`src/rtl/fmts_pkg.sv`:
```
// Shared types and constants for the FM tuner seek controller.
// No dependencies; used by every module of the block.
package fmts_pkg;

  typedef struct packed {
    logic [15:0] now_ticks;
    logic        up_pressed;
    logic        down_pressed;
    logic        tuner_locked;
    logic        station_present;
    logic        freq_too_high;
    logic        freq_not_low;
  } in_item_t;

  typedef struct packed {
    logic [16:0] frequency_khz;
    logic        tune_request;
    logic        display_update;
    logic        seek_marker;
    logic [1:0]  seek_phase;
  } out_item_t;

  typedef struct packed {
    logic [16:0] start_freq_khz;
    logic [16:0] band_low_khz;
    logic [16:0] band_high_khz;
    logic [9:0]  seek_step_khz;
    logic [15:0] fast_hold_ticks;
    logic [15:0] step_interval_ticks;
    logic [15:0] settle_ticks;
    logic [15:0] station_timeout_ticks;
  } cfg_t;

  typedef enum logic [2:0] {
    REG_START_FREQ    = 3'd0,
    REG_BAND_LOW      = 3'd1,
    REG_BAND_HIGH     = 3'd2,
    REG_SEEK_STEP     = 3'd3,
    REG_FAST_HOLD     = 3'd4,
    REG_STEP_INTERVAL = 3'd5,
    REG_SETTLE        = 3'd6,
    REG_STATION_TMO   = 3'd7
  } reg_idx_t;

  typedef enum logic [3:0] {
    PH_HOLD  = 4'b0001,
    PH_TUNE  = 4'b0010,
    PH_CHECK = 4'b0100,
    PH_FAST  = 4'b1000
  } phase_t;

  localparam logic [1:0] PHASE_CODE_HOLD  = 2'd0;
  localparam logic [1:0] PHASE_CODE_TUNE  = 2'd1;
  localparam logic [1:0] PHASE_CODE_CHECK = 2'd2;
  localparam logic [1:0] PHASE_CODE_FAST  = 2'd3;

  // Reset values of the configuration registers
  localparam logic [16:0] RST_START_FREQ    = 17'd87500;
  localparam logic [16:0] RST_BAND_LOW      = 17'd87500;
  localparam logic [16:0] RST_BAND_HIGH     = 17'd108000;
  localparam logic [9:0]  RST_SEEK_STEP     = 10'd100;
  localparam logic [15:0] RST_FAST_HOLD     = 16'd3906;
  localparam logic [15:0] RST_STEP_INTERVAL = 16'd1562;
  localparam logic [15:0] RST_SETTLE        = 16'd78;
  localparam logic [15:0] RST_STATION_TMO   = 16'd781;

  // x % 50 == 0  <=>  x even and (x/2) * inv(25) mod 2^16 <= floor((2^16-1)/25)
  localparam logic [15:0] INV25_MOD16  = 16'd23593;
  localparam logic [15:0] DIV25_LIMIT  = 16'd2621;

  function automatic logic [1:0] phase_code(input phase_t ph);
    logic [1:0] code;
    case (ph)
      PH_HOLD:  code = PHASE_CODE_HOLD;
      PH_TUNE:  code = PHASE_CODE_TUNE;
      PH_CHECK: code = PHASE_CODE_CHECK;
      PH_FAST:  code = PHASE_CODE_FAST;
      default:  code = PHASE_CODE_HOLD;
    endcase
    return code;
  endfunction

endpackage

```
`src/rtl/fmts_cfg.sv`:
```
// Configuration register file of the seek controller, APB-style access.
// Depends on fmts_pkg.
module fmts_cfg (
  input  logic               clk,
  input  logic               rst_n,
  input  logic               psel,
  input  logic               penable,
  input  logic               pwrite,
  input  logic [4:0]         paddr,
  input  logic [31:0]        pwdata,
  output logic [31:0]        prdata,
  output logic               pready,
  output fmts_pkg::cfg_t     cfg
);

  fmts_pkg::cfg_t   cfg_r;
  fmts_pkg::reg_idx_t idx;
  logic             wr_en;

  assign idx    = fmts_pkg::reg_idx_t'(paddr[4:2]);
  assign wr_en  = psel && penable && pwrite;
  assign pready = 1'b1;
  assign cfg    = cfg_r;

  always_ff @(posedge clk) begin
    if (!rst_n) begin
      cfg_r.start_freq_khz        <= fmts_pkg::RST_START_FREQ;
      cfg_r.band_low_khz          <= fmts_pkg::RST_BAND_LOW;
      cfg_r.band_high_khz         <= fmts_pkg::RST_BAND_HIGH;
      cfg_r.seek_step_khz         <= fmts_pkg::RST_SEEK_STEP;
      cfg_r.fast_hold_ticks       <= fmts_pkg::RST_FAST_HOLD;
      cfg_r.step_interval_ticks   <= fmts_pkg::RST_STEP_INTERVAL;
      cfg_r.settle_ticks          <= fmts_pkg::RST_SETTLE;
      cfg_r.station_timeout_ticks <= fmts_pkg::RST_STATION_TMO;
    end else if (wr_en) begin
      case (idx)
        fmts_pkg::REG_START_FREQ:    cfg_r.start_freq_khz        <= pwdata[16:0];
        fmts_pkg::REG_BAND_LOW:      cfg_r.band_low_khz          <= pwdata[16:0];
        fmts_pkg::REG_BAND_HIGH:     cfg_r.band_high_khz         <= pwdata[16:0];
        fmts_pkg::REG_SEEK_STEP:     cfg_r.seek_step_khz         <= pwdata[9:0];
        fmts_pkg::REG_FAST_HOLD:     cfg_r.fast_hold_ticks       <= pwdata[15:0];
        fmts_pkg::REG_STEP_INTERVAL: cfg_r.step_interval_ticks   <= pwdata[15:0];
        fmts_pkg::REG_SETTLE:        cfg_r.settle_ticks          <= pwdata[15:0];
        fmts_pkg::REG_STATION_TMO:   cfg_r.station_timeout_ticks <= pwdata[15:0];
        default: ;
      endcase
    end
  end

  always_comb begin
    case (idx)
      fmts_pkg::REG_START_FREQ:    prdata = {15'd0, cfg_r.start_freq_khz};
      fmts_pkg::REG_BAND_LOW:      prdata = {15'd0, cfg_r.band_low_khz};
      fmts_pkg::REG_BAND_HIGH:     prdata = {15'd0, cfg_r.band_high_khz};
      fmts_pkg::REG_SEEK_STEP:     prdata = {22'd0, cfg_r.seek_step_khz};
      fmts_pkg::REG_FAST_HOLD:     prdata = {16'd0, cfg_r.fast_hold_ticks};
      fmts_pkg::REG_STEP_INTERVAL: prdata = {16'd0, cfg_r.step_interval_ticks};
      fmts_pkg::REG_SETTLE:        prdata = {16'd0, cfg_r.settle_ticks};
      fmts_pkg::REG_STATION_TMO:   prdata = {16'd0, cfg_r.station_timeout_ticks};
      default:                     prdata = 32'd0;
    endcase
  end

endmodule

```
`src/rtl/fmts_core.sv`:
```
// Seek state machine and frequency arithmetic; holds the seek state registers
// and computes one result per processed sample. Depends on fmts_pkg.
module fmts_core #(
  parameter int FAST_INTERVAL_TICKS = 195
) (
  input  logic                clk,
  input  logic                rst_n,
  input  logic                step_en,
  input  fmts_pkg::in_item_t  item,
  input  fmts_pkg::cfg_t      cfg,
  output fmts_pkg::out_item_t result
);

  localparam logic [15:0] FAST_IVL = 16'(FAST_INTERVAL_TICKS);

  fmts_pkg::phase_t   phase_r, phase_nxt;
  logic [16:0]        freq_r, freq_nxt;
  logic signed [10:0] step_r, step_nxt;
  logic [15:0]        last_r, last_nxt;
  logic               first_r;

  logic [16:0]        freq_cur;
  logic [15:0]        elapsed;
  logic signed [10:0] quarter;
  logic signed [10:0] delta;
  logic signed [18:0] sum;
  logic [16:0]        stepped;
  logic [15:0]        div25_prod;
  logic               on_50k;
  logic               step_pos, step_neg;
  logic               key_any;
  logic               tune, disp, marker;

  assign freq_cur = first_r ? cfg.start_freq_khz : freq_r;
  assign elapsed  = item.now_ticks - last_r;
  assign key_any  = item.up_pressed || item.down_pressed;
  assign step_neg = step_r[10];
  assign step_pos = !step_r[10] && (|step_r);

  // quarter step, truncated toward zero
  assign quarter = (step_r >>> 2) + $signed(11'(step_neg && (|step_r[1:0])));
  assign delta   = (phase_r == fmts_pkg::PH_FAST) ? quarter : step_r;

  assign sum = $signed({2'b00, freq_cur}) + 19'(delta);

  always_comb begin
    if (sum > $signed({2'b00, cfg.band_high_khz})) begin
      stepped = cfg.band_low_khz;
    end else if (sum < $signed({2'b00, cfg.band_low_khz})) begin
      stepped = cfg.band_high_khz;
    end else begin
      stepped = sum[16:0];
    end
  end

  assign div25_prod = 16'(freq_cur[16:1] * fmts_pkg::INV25_MOD16);
  assign on_50k     = !freq_cur[0] && (div25_prod <= fmts_pkg::DIV25_LIMIT);

  always_comb begin
    phase_nxt = phase_r;
    freq_nxt  = freq_cur;
    step_nxt  = step_r;
    last_nxt  = last_r;
    tune      = first_r;
    disp      = first_r;
    marker    = 1'b0;
    case (phase_r)
      fmts_pkg::PH_HOLD: begin
        if (key_any) begin
          if (freq_cur < cfg.band_low_khz || freq_cur > cfg.band_high_khz) begin
            freq_nxt = item.up_pressed ? cfg.band_low_khz : cfg.band_high_khz;
          end
          phase_nxt = fmts_pkg::PH_TUNE;
          marker    = 1'b1;
          last_nxt  = item.now_ticks;
        end
      end
      fmts_pkg::PH_TUNE: begin
        if (key_any) begin
          step_nxt = item.up_pressed ? $signed({1'b0, cfg.seek_step_khz})
                                     : -$signed({1'b0, cfg.seek_step_khz});
          if (elapsed >= cfg.fast_hold_ticks) begin
            phase_nxt = fmts_pkg::PH_FAST;
          end
        end else if (elapsed >= cfg.step_interval_ticks) begin
          last_nxt  = item.now_ticks;
          freq_nxt  = stepped;
          disp      = 1'b1;
          tune      = 1'b1;
          phase_nxt = fmts_pkg::PH_CHECK;
        end
      end
      fmts_pkg::PH_CHECK: begin
        if (item.tuner_locked && item.station_present && elapsed >= cfg.settle_ticks) begin
          // off-center in the seek direction: keep going
          if (step_pos && item.freq_too_high) begin
            phase_nxt = fmts_pkg::PH_TUNE;
          end else if (step_neg && !item.freq_not_low) begin
            phase_nxt = fmts_pkg::PH_TUNE;
          end else begin
            phase_nxt = fmts_pkg::PH_HOLD;
          end
        end else if (elapsed >= cfg.station_timeout_ticks) begin
          phase_nxt = fmts_pkg::PH_TUNE;
        end
      end
      fmts_pkg::PH_FAST: begin
        if (elapsed >= FAST_IVL) begin
          last_nxt = item.now_ticks;
          freq_nxt = stepped;
          disp     = 1'b1;
        end else if (((!item.up_pressed && step_pos) || (!item.down_pressed && step_neg))
                     && on_50k) begin
          phase_nxt = fmts_pkg::PH_TUNE;
        end
      end
      default: begin
        phase_nxt = fmts_pkg::PH_HOLD;
      end
    endcase
  end

  always_ff @(posedge clk) begin
    if (!rst_n) begin
      phase_r <= fmts_pkg::PH_HOLD;
      freq_r  <= 17'd0;
      step_r  <= 11'sd0;
      last_r  <= 16'd0;
      first_r <= 1'b1;
    end else if (step_en) begin
      phase_r <= phase_nxt;
      freq_r  <= freq_nxt;
      step_r  <= step_nxt;
      last_r  <= last_nxt;
      first_r <= 1'b0;
    end
  end

  assign result.frequency_khz  = freq_nxt;
  assign result.tune_request   = tune;
  assign result.display_update = disp;
  assign result.seek_marker    = marker;
  assign result.seek_phase     = fmts_pkg::phase_code(phase_nxt);

endmodule

```
`src/rtl/fm_tuner_seek_controller_top.sv`:
```
// Top level of the FM tuner seek controller: input register, seek core,
// result register and configuration port. Depends on fmts_pkg, fmts_cfg, fmts_core.

// One sample in, one result out. Samples are taken at one per clock unless
// in_stall is high; each passes through the input register, then the result
// register, which offers its result on out_valid until out_stall is low; the seek
// state advances in the single pass between the two. The input register keeps
// taking samples while a finished result waits on out_stall, until both
// registers are full. No clearing pass after reset; configuration registers may
// be written through the APB port while idle and read back at any time (byte
// address 4 * register index).
module fm_tuner_seek_controller_top #(
  parameter int FAST_INTERVAL_TICKS = 195
) (
  input  logic                clk,
  input  logic                rst_n,
  input  logic                in_valid,
  output logic                in_stall,
  input  fmts_pkg::in_item_t  in_data,
  output logic                out_valid,
  input  logic                out_stall,
  output fmts_pkg::out_item_t out_data,
  input  logic                psel,
  input  logic                penable,
  input  logic                pwrite,
  input  logic [4:0]          paddr,
  input  logic [31:0]         pwdata,
  output logic [31:0]         prdata,
  output logic                pready
);

  fmts_pkg::cfg_t      cfg;
  fmts_pkg::in_item_t  in_data_r;
  fmts_pkg::out_item_t result;
  fmts_pkg::out_item_t out_data_r;
  logic                in_valid_r;
  logic                out_valid_r;
  logic                advance;

  fmts_cfg u_cfg (
    .clk     (clk),
    .rst_n   (rst_n),
    .psel    (psel),
    .penable (penable),
    .pwrite  (pwrite),
    .paddr   (paddr),
    .pwdata  (pwdata),
    .prdata  (prdata),
    .pready  (pready),
    .cfg     (cfg)
  );

  fmts_core #(
    .FAST_INTERVAL_TICKS (FAST_INTERVAL_TICKS)
  ) u_core (
    .clk     (clk),
    .rst_n   (rst_n),
    .step_en (advance),
    .item    (in_data_r),
    .cfg     (cfg),
    .result  (result)
  );

  // sample moves from input register to result register
  assign advance  = in_valid_r && (!out_valid_r || !out_stall);
  assign in_stall = in_valid_r && !advance;

  always_ff @(posedge clk) begin
    if (!rst_n) begin
      in_valid_r  <= 1'b0;
      out_valid_r <= 1'b0;
    end else begin
      if (!in_stall) begin
        in_valid_r <= in_valid;
      end
      if (advance) begin
        out_valid_r <= 1'b1;
      end else if (!out_stall) begin
        out_valid_r <= 1'b0;
      end
    end
  end

  always_ff @(posedge clk) begin
    if (in_valid && !in_stall) begin
      in_data_r <= in_data;
    end
    if (advance) begin
      out_data_r <= result;
    end
  end

  assign out_valid = out_valid_r;
  assign out_data  = out_data_r;

  // a seek start always lands in the tune phase
  a_marker_tune: assert property (@(posedge clk) disable iff (!rst_n)
    out_valid_r && out_data_r.seek_marker |-> out_data_r.seek_phase == fmts_pkg::PHASE_CODE_TUNE)
    else $error("seek marker outside tune phase");

  // every tune request also refreshes the display
  a_tune_disp: assert property (@(posedge clk) disable iff (!rst_n)
    out_valid_r && out_data_r.tune_request |-> out_data_r.display_update)
    else $error("tune request without display update");

  // a held sample is never dropped from the input register
  a_in_hold: assert property (@(posedge clk) disable iff (!rst_n)
    in_valid_r && !advance |=> in_valid_r && $stable(in_data_r))
    else $error("input register lost a pending sample");

  // a fresh result is loaded only when the result register is free or draining
  a_out_free: assert property (@(posedge clk) disable iff (!rst_n)
    advance |-> !out_valid_r || !out_stall)
    else $error("result register overwritten while stalled");

endmodule
```
`config.mk`:
```
export PLATFORM = sky130hd
export DESIGN_NAME = fm_tuner_seek_controller_top
export DESIGN_NICKNAME = d
export VERILOG_FILES = /design/src/rtl/fmts_pkg.sv /design/src/rtl/fmts_cfg.sv /design/src/rtl/fmts_core.sv /design/src/rtl/fm_tuner_seek_controller_top.sv
export SDC_FILE = /design/constraint.sdc
export NUM_CORES = 1
export LEC_CHECK = 0
export ABC_AREA = 1
export BUFFER_PORTS_ARGS = -buffer_cell sky130_fd_sc_hd__buf_4
export CORE_ASPECT_RATIO = 0.9
export CORE_MARGIN = 2
export CORE_UTILIZATION = 45
export CTS_BUF_LIST = sky130_fd_sc_hd__clkbuf_16
export DETAILED_ROUTE_END_ITERATION = 8
export GPL_TIMING_DRIVEN = 0
export REMOVE_ABC_BUFFERS = 1
export SLEW_MARGIN = 10
export SYNTH_ARGS = -nofsm -noshare
export SYNTH_HDL_FRONTEND = slang
export SYNTH_HIERARCHICAL = 1
export SYNTH_SLANG_ARGS = --single-unit
```
`constraint.sdc`:
```
create_clock -name clk -period 7.7 [get_ports clk]
set_input_delay 0.77 -clock clk [delete_from_list [all_inputs] [get_ports clk]]
set_output_delay 0.77 -clock clk [all_outputs]
set_load 0.02 [all_outputs]
```
# After elaboration in Yosys (flattened, before gate mapping)
# Index checks and enable logic that the tools add are counted.
# totals
input_bits,66
out_inout_bits,57
ff_bits,220
# classes
muxes,38
reduce_logical,42
n_eq_ne,19
n_mul,1
add_sub_neg,4
magnitude_cmp,10
# ops
cell,n
one-hot mux 32 bit (8 select lines),1
two-way mux 17 bit,9
>= comparator 16 bit,4
two-way mux 16 bit,4
one-hot mux 17 bit (3 select lines),1
one-hot mux 16 bit (3 select lines),1
two-way mux 4 bit,9
two-way mux 11 bit,2
adder 18 x 11 -> 19 bit,1
> comparator 19 x 18 -> 1 bit,1
less-than comparator 19 x 18 -> 1 bit,1
> comparator 17 bit,1
less-than comparator 17 bit,1
">= comparator 16 x 8 -> 1 bit, second input constant",1
"less-or-equal comparator 16 x 12 -> 1 bit, second input constant",1
"multiplier 16 x 15 -> 16 bit, second input constant",1
one-hot mux 4 bit (4 select lines),1
AND reduction 2 bit,8
subtractor 16 bit,1
logical AND 1 bit,15
"== test 3 bit, second input constant",4
negation 10 -> 11 bit,1
OR reduction 11 bit,1
adder 9 x 2 -> 10 bit,1
other kinds (19),43

# Logic depth before layout (Yosys ltp)
# logic_depth
ltp_word,11
mapped_depth,43

# Cells and area by module
# Netlist, hierarchy kept.
# by_module_without_submodules
mod,area_each_um2,cells_per_inst,instances
fmts_core,11277.1,1810,1
fmts_cfg,5843.1,850,1
fm_tuner_seek_controller_top,1416.4,57,1

# Least setup slack after synthesis
# Ideal clock, no wire load.
# synth_timing
path_type,register -> register
start,register u_core.first_r
end,"register out_data_r, in the netlist out_data[1] (data pin)"
synth_period_minus_slack_ns,4.935
stages_incl_launch_ff,25
n_path_buf,1
path_slack_ns,2.765
arrival_ns,4.682
setup_ns,0.254
path_cell_list,dfxtp_1 inv_2 clkbuf_1 or2_2 o21ai_1 inv_1 ha_1 ha_1 inv_1 fa_1 fa_1 inv_1 fa_1 ha_1 xnor2_1 xor2_1 xor2_1 inv_1 nand2_1 nand2_1 nand2_1 and2_1 nand4_1 nand2_1 nor2_1
# synth_lines
element,line_no,source
"start, declared",fmts_core.sv:20,logic first_r;
"start signal, assigned",fmts_core.sv:129,first_r <= 1'b1;
"start signal, assigned",fmts_core.sv:135,first_r <= 1'b0;
"end signal, assigned",fm_tuner_seek_controller_top.sv:89,out_data_r <= result;
"end, declared",fm_tuner_seek_controller_top.sv:35,fmts_pkg::out_item_t out_data_r;

==> results.md <==
* Clock input transition at the sequential cells of the worst setup and hold paths at about 0.070 ns
* Wire length of the first global-routing pass at a little under 100000 um
* Slew @ Worst Pin at 1.328 ns
* CTS tree: built
* CP Data Required Time at 8.05 ns
* Arrival time at the worst endpoint at 7.13 ns
* Initial standard-cell utilization of the core at 45.61%
* Final clock period utilization by the worst path at about nine tenths
* Starting DRC count in detailed routing at between 1500 and 2000
* Maximum VDD drop at around 0.18 mV
* Clock root buffer: clkbuf_16
* Max cap viols at 0
* Final count of negative-setup-slack endpoints at 0
* TritonCTS Buffers at 27
* Source of the worst register-to-register timing path: u_core/first_r
* Later-pin clock latency in the skew report at roughly 0.59 ns
* Vias per std cell at around 5.6
* Vertical die dimension at around 200 um
* Fill count at 4113
* Site Rows at 70
* Synth async-reset ratio at 0%
* Slack of the worst reg-to-reg path at 0.92 ns
* Total of warnings raised by yosys at 6
* Class of the worst hold path: input port to flop
* Critical setup path kind: flop to flop
* Buffer levels on the longest clock path at 3
* Post-layout min period at about 6.8 ns
* Share of final-layout standard cells stronger than drive strength 1 at under 10%
* Final Max Slew Viols at 0
* I/O Buffers at 89
* Post-route ant nets at 0
* Slew margin rel. at 10.90%
* Total area of multi-input combinational cells at around 12000 um^2
* Count of hold buffers inserted by post-cts repair at 0
* Post-synth top flop: dfxtp_1
* Via count of the first global-routing pass at 16740
* Post-synthesis cell count at 2717
* Routability cong. at about 0.96
* Final setup TNS at 0 ns
* Startpoint of the most critical hold path: in_data[20]
* Count of cells along the worst register-to-register path at 23
* Number of library cell types mapped by synthesis at 60
* # placed instances at around 3200
* Global-route usage over all layers at 29.62%
* Number of primary I/O pins at about 120
* Average detailed-routed wire length per instance at 19.60 um
* Fin util at 50.08%
* Status: finished clean
* Register area share after synthesis at 26.14%
* Maximum level of the CTS H-tree at 1
* Setup clock skew after layout at about 0.027 ns
* Flops & latches, synth at 220
* Kind of start point of the critical path: flop
* Count of TritonRoute iterations in the first routing pass at 6
* Yosys top cell by area: dfxtp_1
* RSZ-0062 raised after global routing: no
* PwrDens at approximately 210 nW/um^2
* Fraction of post-synthesis cell area in the top cell type by area at roughly a fifth
* Final instance count without filler cells at 3285
* Flip-flop and latch area at between 4000 and 5000 um^2
* Largest fanout on the critical path at 20
* Hold Path Cell Cnt at 1
* Leftover overflow at the end of global routing at 0
* Number of antenna violations at the first check in global routing at 2
* Die area at between 40000 and 50000 um^2
* Static power due to leakage at between 0.01 and 0.015 uW
* DRC violation count after routing at 0
* Core Box Area at ~41000 um^2
* Clk sinks at 220
* Worst hold slack across all endpoints at 0.3577 ns
* Post-synthesis to final-layout area growth at 9.788%
* Peak clock frequency supported by timing at ~150 MHz
* HPWL after DPL at roughly 48000 um
* Post-synthesis instance area at around 19000 um^2
* Die X-Extent at roughly 220 um
* Endpoint of the most critical register-to-register path: out_data[1]
* Number of synthesized flops with an enable pin at between 40 and 50
* Final WL at 64400 um
* Terminating pin of the worst hold path: in_data_r[20]
* Vias after detailed routing at approximately 18000
* Number of hold violations in the final report at 0
* Worst setup EP type: flop
* Number of nets in the layout at around 3000
* Post-CTS Setup Repair Bufs at 0
* Average cell area after synthesis at ~6.8 um^2
* ANT cells at 0
* Pin count of the biggest net entering global routing at approximately 120
* Synth area leaders: dfxtp_1 19%, ha_1 15%, nand2_1 12%
* Post-cts sizing count at 0
-- where the power goes --
part / internal (uW) / total [uW] / switching [uW]
clock network: 861 / 1410 / 550
registers: 1230 / 1260 / 27.1
logic: 606 / 1690 / 1080
-- cells in the mapped netlist (5+ instances only) --
cell type	number
nand2_4	5
nand3b_1	6
a21o_1	6
ha_1	227
o21ai_1	10
nand2_2	7
buf_1	5
xnor2_1	14
fa_1	20
xor2_1	33
inv_1	361
nand3_1	203
nor2_4	11
a21oi_1	148
buf_2	31
inv_2	9
nand4_1	107
buf_6	11
buf_4	24
nor4_1	6
o21bai_1	5
clkbuf_1	60
o21ai_0	190
or2_2	15
nand3_2	7
edfxtp_1	44
nor3_1	13
dfxtp_1	176
a21oi_2	12
nor2_1	305
nand2_1	593
o211ai_1	8
-- per-stage QoR --
step	setup WS [ns]	area, um^2	power, uW
6_report	0.9228	20350	4356
5_1_grt	0.6157	20350	4669
4_1_cts	1.041	20350	4358
3_5_place_dp	1.055	19380	2936
3_3_place_gp	0.4126	19230	2892
2_1_floorplan	2.450	17890	2448
-- worst max-delay path, stage by stage, from the launching register on --
cell and delay, ns:
dfxtp_1 0.89, inv_2 0.34, or2_2 0.37, o21ai_1 0.40
inv_1 0.50, ha_1 0.47, ha_1 0.30, inv_1 0.06
fa_1 0.51, fa_1 0.55, inv_1 0.06, fa_1 0.48
ha_1 0.22, xnor2_1 0.21, xor2_1 0.19, xor2_1 0.26
inv_1 0.07, nand2_1 0.07, nand2_1 0.05, nand2_1 0.06
and2_1 0.12, nand4_1 0.17, nand2_1 0.11, nor2_1 0.05
-- how the worst max path moves through the flow --
stage                         startpoint           endpoint  slack [ns]
after floorplan           u_core/first_r  u_core/phase_r[1]        2.45
after global placement         out_stall   u_core/last_r[0]        0.41
after detailed placement  u_core/first_r        out_data[1]        1.05
after CTS                 u_core/first_r        out_data[1]        1.04
after global routing      u_core/first_r       out_data[12]        0.62
final                     u_core/first_r        out_data[1]        0.92
-- sequential cells by signal (all words and copies together), names as in the netlist --
signal	cells
u_core/freq_r	17
u_core/step_r	11
u_cfg/cfg	125
u_core/phase_r	4
u_core/last_r	16
u_core/first_r	1
in_valid_r	1
out_data	22
out_valid	1
in_data_r	22
-- cells in the final DEF (no fill, tap or decap), types with 15 or more instances in the layout --
| cell type | instances |
|---|---|
| edfxtp_1 | 44 |
| nor2_1 | 304 |
| clkbuf_16 | 28 |
| or2_2 | 15 |
| o21ai_0 | 190 |
| ha_1 | 227 |
| buf_4 | 88 |
| fa_1 | 20 |
| nand2_1 | 593 |
| dfxtp_1 | 176 |
| inv_1 | 366 |
| xor2_1 | 33 |
| a21oi_1 | 147 |
| nand3_1 | 203 |
| nand4_1 | 107 |
| conb_1 | 16 |
-- layout make-up --
cell class | instances | area share [%]
tap | 540 | 3.320
clock buffer | 28 | 3.443
timing repair buffer | 95 | 3.916
inverter | 377 | 6.984
multi-input combinational | 2003 | 57.20
clock inverter | 22 | 1.334
sequential | 220 | 23.81
-- layer usage --
layer	vias to the layer above	track usage (%)	part of all wire (%)
met5	-	0	0.043
met3	75	4.537	10
met1	8591	45.03	47
met4	4	7.080	2.1
li1	8879	-	-
met2	814	43.46	41
-- logic make-up after synthesis --
| group | Yosys count | synth area share [%] |
|---|---|---|
| buffers and inverters | 508 | 11.46 |
| AOI/OAI and AO/OA | 403 | 11.87 |
| xor gates and xnor gates | 47 | 2.221 |
| and+or+nand+nor | 1290 | 30.79 |
| other | 2 | 0.04051 |
| adders and majority gates | 247 | 17.48 |
| DFF | 220 | 26.14 |
No activity file was read; power rests on OpenSTA's default activity.
